==> src/sv/fba_pkg.sv <==
// ----------------------------------------------------------------------------
// fba_pkg
// Shared types, codes and default sizes for the bitmap frame allocator.
// ----------------------------------------------------------------------------
package fba_pkg;

    // Default sizing, handed to the top-level parameters.
    localparam int DEF_FRAMES        = 32768;
    localparam int DEF_MAP_WORD_BITS = 32;

    // Fixed field widths of the ports, and the page shift of an address.
    localparam int FNUM_W     = 20;
    localparam int ADDR_W     = 27;
    localparam int LIMIT_W    = 16;
    localparam int PAGE_SHIFT = 12;

    localparam logic [LIMIT_W-1:0] LIMIT_RESET = 16'd32768;

    // Request kinds.
    typedef enum logic {
        REQ_ALLOC = 1'b0,
        REQ_FREE  = 1'b1
    } req_type_t;

    // Response status codes.
    typedef enum logic [1:0] {
        ST_OK      = 2'd0,
        ST_NO_FREE = 2'd1,
        ST_ZERO    = 2'd2,
        ST_RANGE   = 2'd3
    } status_t;

    // Sequencer states.
    typedef enum logic [2:0] {
        S_CLEAR,
        S_IDLE,
        S_ALLOC_CHK,
        S_SCAN,
        S_FREE_CHK,
        S_FWALK,
        S_FRMW,
        S_DONE
    } seq_state_t;

endpackage

==> src/sv/fba_lowzero.sv <==
// ----------------------------------------------------------------------------
// fba_lowzero
// Finds the lowest clear bit of one map word.
// ----------------------------------------------------------------------------
module fba_lowzero #(
    parameter int W = 32
) (
    input  logic [W-1:0]         word,
    output logic                 found,
    output logic [$clog2(W)-1:0] idx
);

    // Scan from the top so the lowest clear bit wins.
    always_comb
    begin
        idx = '0;
        for (int i = W - 1; i >= 0; i--)
        begin
            if (!word[i])
            begin
                idx = ($clog2(W))'(i);
            end
        end
    end

    assign found = ~&word;

endmodule

==> src/sv/fba_seq.sv <==
// ----------------------------------------------------------------------------
// fba_seq
// Request sequencer: clears the map after reset, scans words for allocation,
// walks to the word of a frame on free, and holds the response register.
// ----------------------------------------------------------------------------
module fba_seq #(
    parameter int FRAMES        = fba_pkg::DEF_FRAMES,
    parameter int MAP_WORD_BITS = fba_pkg::DEF_MAP_WORD_BITS,
    parameter int MAP_DEPTH     = (FRAMES + MAP_WORD_BITS - 1) / MAP_WORD_BITS,
    parameter int AW            = (MAP_DEPTH > 1) ? $clog2(MAP_DEPTH) : 1,
    parameter int CNT_W         = $clog2(FRAMES + 2 * MAP_WORD_BITS + 1)
) (
    input  logic                         clk,
    input  logic                         rst_n,
    input  logic                         in_valid,
    output logic                         in_ready,
    input  logic                         req_type,
    input  logic [fba_pkg::FNUM_W-1:0]   frame_number,
    input  logic [CNT_W-1:0]             managed,
    output logic                         out_valid,
    input  logic                         out_ready,
    output logic [1:0]                   status,
    output logic [fba_pkg::ADDR_W-1:0]   page_addr,
    output logic                         ram_wr_en,
    output logic [AW-1:0]                ram_wr_addr,
    output logic [MAP_WORD_BITS-1:0]     ram_wr_data,
    output logic [AW-1:0]                ram_rd_addr,
    input  logic [MAP_WORD_BITS-1:0]     ram_rd_data
);

    import fba_pkg::*;

    localparam int BIT_W = $clog2(MAP_WORD_BITS);
    localparam int CW    = (CNT_W > FNUM_W) ? CNT_W : FNUM_W;

    seq_state_t state_reg, state_next;

    logic [AW-1:0]     w_reg, w_next;
    logic [CNT_W-1:0]  end_reg, end_next;
    logic [FNUM_W-1:0] fnum_reg, fnum_next;
    logic [BIT_W-1:0]  bit_reg, bit_next;
    logic [1:0]        res_status_reg, res_status_next;
    logic [ADDR_W-1:0] res_addr_reg, res_addr_next;
    logic              out_valid_reg, out_valid_next;
    logic [1:0]        status_reg, status_next;
    logic [ADDR_W-1:0] addr_reg, addr_next;

    logic [CNT_W-1:0]  add_op;
    logic [CNT_W-1:0]  cmp_op;
    logic [CNT_W-1:0]  sum;
    logic              le;
    logic [CNT_W-1:0]  fnum_c;
    logic              lz_found;
    logic [BIT_W-1:0]  lz_idx;
    logic [CNT_W-1:0]  frame;
    logic [CNT_W+PAGE_SHIFT-1:0] frame_sh;

    // Lowest clear bit of the word coming out of the map.
    fba_lowzero #(
        .W (MAP_WORD_BITS)
    ) u_lowzero (
        .word  (ram_rd_data),
        .found (lz_found),
        .idx   (lz_idx)
    );

    // Shared add-and-compare unit: steps a word boundary by one word and
    // compares it against the limit or the frame.
    assign fnum_c = CNT_W'(fnum_reg);

    always_comb
    begin
        add_op = (state_reg == S_SCAN || state_reg == S_FWALK) ? CNT_W'(MAP_WORD_BITS) : '0;
        cmp_op = (state_reg == S_FWALK) ? fnum_c : managed;
        sum    = end_reg + add_op;
        le     = (sum <= cmp_op);
    end

    // Frame number and address of the bit found in the current word.
    assign frame    = end_reg - CNT_W'(MAP_WORD_BITS) + CNT_W'(lz_idx);
    assign frame_sh = {frame, {PAGE_SHIFT{1'b0}}};

    // State and datapath registers.
    always_ff @(posedge clk or negedge rst_n)
    begin
        if (!rst_n)
        begin
            state_reg     <= S_CLEAR;
            w_reg         <= '0;
            out_valid_reg <= 1'b0;
        end
        else
        begin
            state_reg     <= state_next;
            w_reg         <= w_next;
            out_valid_reg <= out_valid_next;
        end
    end

    always_ff @(posedge clk)
    begin
        end_reg        <= end_next;
        fnum_reg       <= fnum_next;
        bit_reg        <= bit_next;
        res_status_reg <= res_status_next;
        res_addr_reg   <= res_addr_next;
        status_reg     <= status_next;
        addr_reg       <= addr_next;
    end

    // Next state, map accesses and response loading.
    always_comb
    begin
        state_next      = state_reg;
        w_next          = w_reg;
        end_next        = end_reg;
        fnum_next       = fnum_reg;
        bit_next        = bit_reg;
        res_status_next = res_status_reg;
        res_addr_next   = res_addr_reg;
        out_valid_next  = out_valid_reg;
        status_next     = status_reg;
        addr_next       = addr_reg;
        ram_wr_en       = 1'b0;
        ram_wr_addr     = w_reg;
        ram_wr_data     = '0;
        ram_rd_addr     = w_reg;

        if (out_valid_reg && out_ready)
        begin
            out_valid_next = 1'b0;
        end

        case (state_reg)
            S_CLEAR:
            begin
                ram_wr_en = 1'b1;
                if (w_reg == AW'(MAP_DEPTH - 1))
                begin
                    w_next     = '0;
                    state_next = S_IDLE;
                end
                else
                begin
                    w_next = w_reg + 1'b1;
                end
            end

            S_IDLE:
            begin
                if (in_valid)
                begin
                    // An allocate tracks the end of the current word, a free its start.
                    w_next          = '0;
                    end_next        = (req_type == REQ_FREE) ? '0 : CNT_W'(MAP_WORD_BITS);
                    fnum_next       = frame_number;
                    res_addr_next   = '0;
                    res_status_next = ST_NO_FREE;
                    state_next      = (req_type == REQ_FREE) ? S_FREE_CHK : S_ALLOC_CHK;
                end
            end

            S_ALLOC_CHK:
            begin
                // The first word must lie wholly below the limit.
                ram_rd_addr = '0;
                state_next  = le ? S_SCAN : S_DONE;
            end

            S_SCAN:
            begin
                ram_rd_addr = w_reg + 1'b1;
                if (lz_found)
                begin
                    ram_wr_en       = 1'b1;
                    ram_wr_data     = ram_rd_data | (MAP_WORD_BITS'(1) << lz_idx);
                    res_status_next = ST_OK;
                    res_addr_next   = ADDR_W'(frame_sh);
                    state_next      = S_DONE;
                end
                else if (le)
                begin
                    w_next   = w_reg + 1'b1;
                    end_next = sum;
                end
                else
                begin
                    state_next = S_DONE;
                end
            end

            S_FREE_CHK:
            begin
                if (fnum_reg == '0)
                begin
                    res_status_next = ST_ZERO;
                    state_next      = S_DONE;
                end
                else if (CW'(fnum_reg) >= CW'(managed))
                begin
                    res_status_next = ST_RANGE;
                    state_next      = S_DONE;
                end
                else
                begin
                    state_next = S_FWALK;
                end
            end

            S_FWALK:
            begin
                // Step one word at a time until the frame falls inside it.
                if (le)
                begin
                    w_next   = w_reg + 1'b1;
                    end_next = sum;
                end
                else
                begin
                    bit_next   = BIT_W'(fnum_c - end_reg);
                    state_next = S_FRMW;
                end
            end

            S_FRMW:
            begin
                ram_wr_en       = 1'b1;
                ram_wr_data     = ram_rd_data & ~(MAP_WORD_BITS'(1) << bit_reg);
                res_status_next = ST_OK;
                state_next      = S_DONE;
            end

            S_DONE:
            begin
                if (!out_valid_reg || out_ready)
                begin
                    out_valid_next = 1'b1;
                    status_next    = res_status_reg;
                    addr_next      = res_addr_reg;
                    state_next     = S_IDLE;
                end
            end

            default:
            begin
                state_next = S_IDLE;
            end
        endcase
    end

    assign in_ready   = (state_reg == S_IDLE);
    assign out_valid  = out_valid_reg;
    assign status     = status_reg;
    assign page_addr  = addr_reg;

endmodule

==> config.mk <==
export PLATFORM = sky130hd
export DESIGN_NAME = fba_seq
export DESIGN_NICKNAME = d
export VERILOG_FILES = /design/src/sv/fba_pkg.sv /design/src/sv/fba_lowzero.sv /design/src/sv/fba_seq.sv
export SDC_FILE = /design/constraint.sdc
export NUM_CORES = 1
export LEC_CHECK = 0
export CAP_MARGIN = 20
export CORE_MARGIN = 5
export CORE_UTILIZATION = 23
export DETAILED_ROUTE_END_ITERATION = 12
export DONT_BUFFER_PORTS = 1
export PLACE_DENSITY = 0.38
export SLEW_MARGIN = 10
export SYNTH_ARGS = -nofsm -noshare
export SYNTH_HDL_FRONTEND = slang
export SYNTH_SLANG_ARGS = --single-unit
==> constraint.sdc <==
create_clock -name clk -period 10.4 [get_ports clk]
set_input_delay 1.56 -clock clk [delete_from_list [all_inputs] [get_ports clk]]
set_output_delay 1.56 -clock clk [all_outputs]
set_load 0.05 [all_outputs]
Word-level counts from Yosys, hierarchy flattened
Index checks and enable logic that the tools add are counted.
W data, S select, Z words.
{ "word_totals": {"inputBits": 73, "out_inout_bits": 84, "wordCells": 130, "regBits": 113} }
{ "op_classes": {"bitwise_logic": 4, "n_addsub": 5, "magnitude_cmp": 2, "n_reduce_logical": 20, "n_mux": 71, "n_eq_ne": 16, "n_shift": 2} }
{ "ops": {"columns": ["op", "count"], "rows": [
  ["$mux W5", 32],
  ["$mux W16", 4],
  ["$pmux W32 S2", 1],
  ["$shl A1 B5 Y32 const A", 2],
  ["$mux W27", 2],
  ["$pmux W27 S2", 1],
  ["$pmux W16 S3", 1],
  ["$mux W10", 4],
  ["$pmux W10 S4", 1],
  ["$and A32 B32 Y32", 1],
  ["$mux W32", 1],
  ["$not A32 Y32", 1],
  ["$or A32 B32 Y32", 1],
  ["$reduce_and A32 Y1", 1],
  ["$mux W3", 8],
  ["$pmux W3 S8", 1],
  ["$ge A20 B16 Y1", 1],
  ["$logic_not A20 Y1", 1],
  ["$pmux W10 S2", 1],
  ["$add A16 B6 Y16", 1],
  ["$le A16 B16 Y1", 1],
  ["$add A15 B5 Y15", 1],
  ["$sub A15 B6 Y15 const B", 1],
  ["$eq A3 B3 Y1 const B", 4],
  ["other kinds (26)", 47]
]} }

Longest topological paths before layout
Gate-level depths: netlist of run 1.
{ "logic_depth": {"depth_word": 36, "ltp_mapped": 22, "ltp_nobuf": 20} }

Modules after synthesis
From an unflattened synthesis of run 1, not the netlist that was laid out.
{ "hier_totals": {"hier_cells": 725, "area_unflattened_um2": 6568.8} }
{ "modules_own_cells": {"columns": ["module", "area_per_inst_um2", "cells_per_inst", "seq_area_each_um2", "instances"], "rows": [
  ["fba_seq", 6175.9, 659, 2602.5, 1],
  ["fba_lowzero", 392.9, 66, 0.0, 1]
]} }

Worst setup path after synthesis of run 1
Ideal clock, no wire load.
{ "synth_path": {"path_kind": "input to output", "startpoint": "input ram_rd_data[14]", "endpoint": "output ram_wr_data[4]", "stages": 9, "n_path_buf": 1, "required_time_ps": 8840, "t_arrival_ps": 3696, "slack_ps": 5144, "cell_sequence": "nand2b_1 > a21boi_0 > a211oi_1 > o32a_1 > and3_2 > clkbuf_1 > nor3_1 > a21oi_1 > a21oi_1"} }
{ "synth_between": {"elab_chain_cells": 19, "word_cells_on_any_way": 20, "classes_between": "1 x shift; 17 x mux; 1 x bitwise; 1 x reduce/logical"} }
{ "synth_rtl": {"columns": ["item", "line", "text"], "rows": [
  ["from (decl)", "fba_seq.sv:28", "input logic [MAP_WORD_BITS-1:0] ram_rd_data"],
  ["$mux W5 (15 in series)", "fba_lowzero.sv:19", "if (!word[i])"],
  ["$shl A1 B5 Y32", "fba_seq.sv:176", "ram_wr_data = ram_rd_data | (MAP_WORD_BITS'(1) << lz_idx);"],
  ["$or A32 B32 Y32", "fba_seq.sv:176", null],
  ["$mux W32 *", "fba_seq.sv:173", "if (lz_found)"],
  ["$pmux W32 S2 *", "fba_seq.sv:134", "case (state_reg)"],
  ["to (decl)", "fba_seq.sv:26", "output logic [MAP_WORD_BITS-1:0] ram_wr_data,"]
]} }
Mark *: on every way between the ends. The rest lies on a longest branch, timed or not.

Final worst setup path of run 1
{ "layout_path": {"startpoint": "register state_reg[0]", "endpoint": "register w_reg[8] (netlist: ram_wr_addr[8])"} }
{ "layout_between": {"elab_chain_cells": 8, "word_cells_on_any_way": 16, "classes_between": "1 x add/sub; 1 x order compare; 5 x eq/ne; 5 x mux; 4 x reduce/logical"} }
{ "layout_rtl": {"columns": ["item", "line", "text"], "rows": [
  ["from (decl)", "fba_seq.sv:36", "seq_state_t state_reg, state_next;"],
  ["from (signal assigned)", "fba_seq.sv:94", "state_reg <= state_next;"],
  ["$eq A3 B2 Y1 / $eq A3 B3 Y1 (equally long branches)", "fba_seq.sv:73", "add_op = (state_reg == S_SCAN || state_reg == S_FWALK) ? CNT_W'(MAP_WORD_BITS) : '0;"],
  ["$logic_or A1 B1 Y1 *", "fba_seq.sv:73", null],
  ["$mux W6 *", "fba_seq.sv:73", null],
  ["via add_op[5]", "fba_seq.sv:48", "logic [CNT_W-1:0] add_op;"],
  ["$add A16 B6 Y16 *", "fba_seq.sv:75", "sum = end_reg + add_op;"],
  ["$le A16 B16 Y1 *", "fba_seq.sv:76", "le = (sum <= cmp_op);"],
  ["$mux W10 *", null, null],
  ["$mux W10", null, null],
  ["$pmux W10 S4 *", "fba_seq.sv:134", null],
  ["to (signal assigned)", "fba_seq.sv:95", "w_reg <= w_next;"],
  ["to (decl)", "fba_seq.sv:38", "logic [AW-1:0] w_reg, w_next;"]
]} }
The timed path passes the listed nets; every way through them passes the cells marked *. The select of a mux whose other input is x is not followed.
A chain may end at the register's enable or synchronous reset.

==> results of run 1 <==
worst paths after layout:
kind	endpoint	slack [ns]
max	ram_wr_addr[8]$_DFFE_PN0P_	4.46
min	page_addr[13]$_DFFE_PP_	0.42
max reg2reg	ram_wr_addr[8]$_DFFE_PN0P_	4.46
min reg2reg	page_addr[13]$_DFFE_PP_	0.42
max in group asynchronous	ram_wr_addr[1]$_DFFE_PN0P_	9.42
min in group asynchronous	ram_wr_addr[6]$_DFFE_PN0P_	0.90
cell type report:
type                            instances  area [um2]  share of cell area, %
Timing Repair Buffer                    7       60.06                 0.8225
Tap cell                              384       480.5                  6.580
Sequential cell                        89        2603                  35.64
Clock inverter                          6       75.07                  1.028
Inverter                               42       157.7                  2.159
Multi-Input combinational cell        575        3697                  50.63
Clock buffer                           10       229.0                  3.136
routing by layer:
metal	track usage [%]	wire length [um]	vias to the layer above
li1	-	-	2674
met5	0	0	-
met1	17.19	9767	2525
met2	20.29	9718	146
met3	4.082	1368	13
met4	2.682	233	0
cell usage after synthesis, types with 11 or more instances:
master | number | area share [%]
edfxtp_1 | 75 | 34
a21oi_1 | 70 | 5.3
nor2_1 | 63 | 3.6
nand2_1 | 55 | 3.1
o21ai_0 | 48 | 3.6
ha_1 | 42 | 8.0
inv_1 | 42 | 2.4
clkbuf_1 | 33 | 1.9
nand3_1 | 25 | 1.9
nor3_1 | 21 | 1.6
mux2i_1 | 20 | 3.0
xnor2_1 | 17 | 2.3
a31oi_1 | 16 | 1.5
and3_1 | 16 | 1.5
nand2b_1 | 15 | 1.4
nand4_1 | 15 | 1.4
dfrtp_1 | 14 | 5.3
or3_1 | 14 | 1.3
xor2_1 | 13 | 1.7
buf_4 | 12 | 1.4
a21o_1 | 11 | 1.2
nor2b_1 | 11 | 1.0
power breakdown:
group	internal, W	leakage [nW]	total (W)	switching [W]
sequential	0.000383	0.879	0.000383	0.0000000000000000000831
clock	0.000190	0.145	0.000339	0.000149
combinational	0.0000150	1.85	0.0000457	0.0000307
cell families (layout without fill, tap and decap cells):
family | after synthesis | count (layout) | synth area share, %
adders and majority gates | 44 | 44 | 8.557
xor gates and xnor gates | 30 | 30 | 3.976
muxes | 20 | 20 | 3.029
DFF | 89 | 89 | 39.38
buffers and inverters | 88 | 65 | 5.699
AOI/OAI and AO/OA | 201 | 201 | 18.74
and+or+nand+nor | 268 | 268 | 20.56
other | 1 | 12 | 0.05674
stage by stage:
stage / cells / power, W / setup slack, ns / cell area [um2] / hold WS [ns]
detailed placement: 1096 / 0.0004363 / 4.240 / 6979 / 0.4071
global placement: 1096 / 0.0004363 / 4.443 / 6979 / 0.4057
floorplan: 752 / 0.0004314 / 5.144 / 6650 / 0.4003
global route: 1113 / 0.0007999 / 3.918 / 7302 / 0.4286
CTS: 1112 / 0.0007822 / 4.233 / 7283 / 0.4240
finish: 1113 / 0.0007673 / 4.457 / 7302 / 0.4215
==> flow_metrics.env, run 1 <==
export IMPL_core_region_area_um2=28550
export IMPL_synth_cell_types=64
export IMPL_grt_pass1_wl_um=32800
export IMPL_grt_usage_pct=12.79
export IMPL_min_path_cells=0
export IMPL_dp_hpwl_um=17010
export IMPL_drive_above_1_share_pct=5.213
export IMPL_slew_headroom_pct=20.24
export IMPL_clock_latency_ns=0.35
export IMPL_cts_tree="built"
export IMPL_leakage_nw=2.873
export IMPL_cts_htree_levels=3
export IMPL_cpPeakStageDelay_ns=0.86
export IMPL_synth_edf_count=75
export IMPL_fin_util_pct=25.58
export IMPL_cp_depth=19
export IMPL_first_pass_iters=5
export IMPL_postCtsSetupRepairBufs=0
export IMPL_setup_viol=0
export IMPL_io_pin_count=157
export IMPL_r2r_cells=19
export IMPL_die_h_um=179.5
export IMPL_grt_overflow=0
export IMPL_cts_resized=0
export IMPL_place_congestion=0.8012
export IMPL_drt_initial_drc_count=320
export IMPL_cpMostUsedCell="ha_1"
export IMPL_path_max_fanout=21
export IMPL_grt_antenna_before_repair=1
export IMPL_nFillCells=3135
export IMPL_crit_start="state_reg[0]$_DFFE_PN0P_"
export IMPL_antenna_left=0
export IMPL_cts_buffers=9
export IMPL_ir_drop_uv=66.68
export IMPL_hold_viol_final=0
export IMPL_grt_pass1_vias=5254
export IMPL_layout_common_cells="75 x edfxtp_1, 70 x a21oi_1, 62 x nor2_1, 55 x nand2_1"
export IMPL_synth_async_sr_flop_share_pct=15.73
export IMPL_synth_seq_area_share_pct=39.38
export IMPL_ys_warn_count=0
export IMPL_syn_instance_count=741
export IMPL_crit_type="flip-flop to flip-flop"
export IMPL_fmax_mhz=168.3
export IMPL_maxCapViolCount=0
export IMPL_port_buffers=0
export IMPL_cts_root_buf="clkbuf_16"
export IMPL_r2r_start="state_reg[0]$_DFFE_PN0P_"
export IMPL_num_vias=5358
export IMPL_cts_buffer_depth=2
export IMPL_num_rows=62
export IMPL_cp_data_required_time_ns=10.64
export IMPL_largest_reg_flops=20
export IMPL_nets=841
export IMPL_post_route_min_period_ns=5.943
export IMPL_vias_per_cell=4.814
export IMPL_die_area_um2=32220
export IMPL_synthFlopType="edfxtp_1"
export IMPL_hp_class="flip-flop to flip-flop"
export IMPL_initial_utilization_pct=23.15
export IMPL_tns_ns=0
export IMPL_cp_arrival_ns=6.18
export IMPL_routed_wl_um=21090
export IMPL_ys_ff_latch=89
export IMPL_drc=0
export IMPL_tightest_slew_ns=1.200
export IMPL_grt_max_degree=26
export IMPL_clock_sinks=89
export IMPL_synth_area_per_cell_um2=8.919
export IMPL_rsz0062_at_grt="no"
export IMPL_crit_family="simple AND/OR/NAND/NOR gates"
export IMPL_status="finished clean"
export IMPL_diodes=0
export IMPL_fin_skew_ns=0.01158
export IMPL_powerDensity_nw_per_um2=105.1
export IMPL_cpMaxStageDelayCell="or3_1"
export IMPL_syn_area_um2=6609
export IMPL_postCtsHoldBufs=0
export IMPL_syn2layout_area_growth_pct=10.49
export IMPL_end_kind="flip-flop"
export IMPL_fin_crit_sh_pct=57.14
export IMPL_startpoint_type="flip-flop"
export IMPL_drv_slew=0
export IMPL_wl_per_cell_um=18.95
export IMPL_clkTransAtPathRegs_ns=0.07
export IMPL_min_delay_start="res_addr_reg[13]$_SDFFCE_PN0P_"
export IMPL_path_cells="inv_1 > or3_1 > and2_1 > inv_1 > ha_1 > ha_1 > nand3_1 > nor2_1 > and3_1 > xor2_1 > ha_1 > nand4_1 > nor3_1 > a32oi_1 > o31ai_2 > a21boi_1 > a21o_1 > o21ai_0 > a32o_1"
export IMPL_timing_critical_path_buf_inv=2
export IMPL_die_w_um=179.5
export IMPL_final_common_cell="edfxtp_1"
Power figures use the tool's default switching activity.
==> run 2: changes to the inputs <==
==> constraint.sdc (replaced) <==
create_clock -name clk -period 5.63 [get_ports clk]
set_input_delay 0.8445 -clock clk [delete_from_list [all_inputs] [get_ports clk]]
set_output_delay 0.8445 -clock clk [all_outputs]
set_load 0.05 [all_outputs]
==> flow_metrics.env, run 2 (synthesized netlist as in run 1, its figures left out) <==
export IMPL_die_area_um2=32220
export IMPL_status="finished clean"
export IMPL_drc=0
export IMPL_cts_htree_levels=3
export IMPL_fin_util_pct=26.04
export IMPL_drv_slew=0
export IMPL_grt_busiest_layer="met2"
export IMPL_die_w_um=179.5
export IMPL_diodes=0
export IMPL_grt_max_degree=25
export IMPL_clock_sinks=89
export IMPL_grt_antenna_before_repair=0
export IMPL_hold_slack_ns=0.1861
export IMPL_grt_pass1_wl_um=33100
export IMPL_cts_resized=0
export IMPL_final_common_cell="edfxtp_1"
export IMPL_layout_common_cells="75 x edfxtp_1, 70 x a21oi_1, 62 x nor2_1, 55 x nand2_1"
export IMPL_crit_type="flip-flop to flip-flop"
export IMPL_power_w=0.001379
export IMPL_port_buffers=0
export IMPL_initial_utilization_pct=23.15
export IMPL_setup_viol=0
export IMPL_fin_crit_sh_pct=88.58
export IMPL_antenna_left=0
export IMPL_post_route_min_period_ns=4.987
export IMPL_dp_hpwl_um=17220
export IMPL_grt_overflow=0
export IMPL_grt_usage_pct=12.94
export IMPL_core_region_area_um2=28550
export IMPL_postCtsHoldBufs=0
export IMPL_first_pass_iters=5
export IMPL_cp_data_required_time_ns=5.87
export IMPL_rsz0062_at_grt="no"
export IMPL_io_pin_count=157
export IMPL_drt_initial_drc_count=358
export IMPL_nets=862
export IMPL_routed_wl_um=21300
export IMPL_slew_headroom_pct=28.96
export IMPL_grt_met1_usage_pct=17.24
export IMPL_num_rows=62
export IMPL_ir_drop_uv=120.4
export IMPL_tns_ns=0
export IMPL_powerDensity_nw_per_um2=185.5
export IMPL_path_max_fanout=13
export IMPL_clkTransAtPathRegs_ns=0.07
export IMPL_grt_util_met2_pct=20.35
export IMPL_cts_tree="built"
export IMPL_hp_class="primary input to async pin"
export IMPL_fin_skew_ns=0.01852
export IMPL_clock_latency_ns=0.36
export IMPL_maxCapViolCount=0
export IMPL_nFillCells=3172
export IMPL_fmax_mhz=200.5
export IMPL_syn2layout_area_growth_pct=12.50
export IMPL_cts_buffers=9
export IMPL_startpoint_type="flip-flop"
export IMPL_die_h_um=179.5
export IMPL_postCtsSetupRepairBufs=0
export IMPL_vias_per_cell=4.831
export IMPL_leakage_nw=2.969
export IMPL_hold_viol_final=0
export IMPL_end_kind="flip-flop"
export IMPL_cts_root_buf="clkbuf_16"
export IMPL_largest_reg_flops=20
export IMPL_place_congestion=0.8365
export IMPL_num_vias=5478
export IMPL_grt_pass1_vias=5433
export IMPL_wl_per_cell_um=18.78
export IMPL_drive_above_1_share_pct=7.867
export IMPL_cp_arrival_ns=5.22
export IMPL_cts_buffer_depth=2
export IMPL_tightest_slew_ns=1.069
export IMPL_grt_use_met3_pct=4.244
==> run 2: cell count changes in the layout (fill, tap and decap cells not counted), sizes merged <==
cell,before,now
clkinv,2,1
inv,44,45
clkinvlp,1,2
bufinv,1,0
buf,7,28
==> run 2: path summary, 6_finish.rpt <==
path,from,end,slack [ns],cells after the start
worst max register to register,state_reg[2]$_DFFE_PN0P_,ram_wr_addr[8]$_DFFE_PN0P_,0.64,19
worst min-delay path,rst_n,ram_wr_addr[6]$_DFFE_PN0P_,0.19,0
worst min register to register,res_addr_reg[23]$_SDFFCE_PN0P_,page_addr[23]$_DFFE_PP_,0.42,0
min in group clk,res_addr_reg[23]$_SDFFCE_PN0P_,page_addr[23]$_DFFE_PP_,0.42,0
max in group asynchronous,rst_n,state_reg[0]$_DFFE_PN0P_,5.37,0
worst max-delay path,state_reg[2]$_DFFE_PN0P_,ram_wr_addr[8]$_DFFE_PN0P_,0.64,19
==> run 2: report_power, final <==
part	internal (W)	switching (W)
clock network	0.000306	0.000281
registers	0.000707	0.000000000000000000158
logic	0.0000278	0.0000575
total	0.00104	0.000339
==> run 2: worst max-delay path, cell delays in order, from the launching register on <==
cell	delay [ns]
dfrtp_1	0.57
inv_1	0.17
or3_1	0.34
and2_1	0.32
inv_1	0.25
ha_1	0.21
ha_1	0.21
nand3_1	0.15
nor2_1	0.23
and3_1	0.26
nand3_1	0.12
xnor2_1	0.16
ha_1	0.21
nor3_1	0.20
o31ai_1	0.11
o31ai_2	0.32
a21boi_1	0.29
a21o_1	0.35
o21ai_0	0.15
a32o_1	0.24
==> run 2: final cells by class <==
class,instances,area [um2],area share [%]
Clock buffer,10,229.0,3.080
Clock inverter,6,50.05,0.6732
Inverter,42,157.7,2.120
Multi-Input combinational cell,575,3697,49.73
Sequential cell,89,2603,35.01
Tap cell,384,480.5,6.462
Timing Repair Buffer,28,217.7,2.928
==> run 2: layer usage <==
layer / up-vias / wire, um
met5: - / 0
met4: 0 / 355
met3: 20 / 1463
met2: 136 / 9734
met1: 2598 / 9742
li1: 2724 / -
==> run 2: metrics by stage <==
step | cells | worst slack, ns | area [um2]
6_report | 1134 | 0.6428 | 7435
5_1_grt | 1134 | 0.09244 | 7435
4_1_cts | 1133 | 0.3982 | 7416
3_5_place_dp | 1117 | 0.4197 | 7137
3_3_place_gp | 1117 | 0.5908 | 7137
2_1_floorplan | 752 | 1.285 | 6650
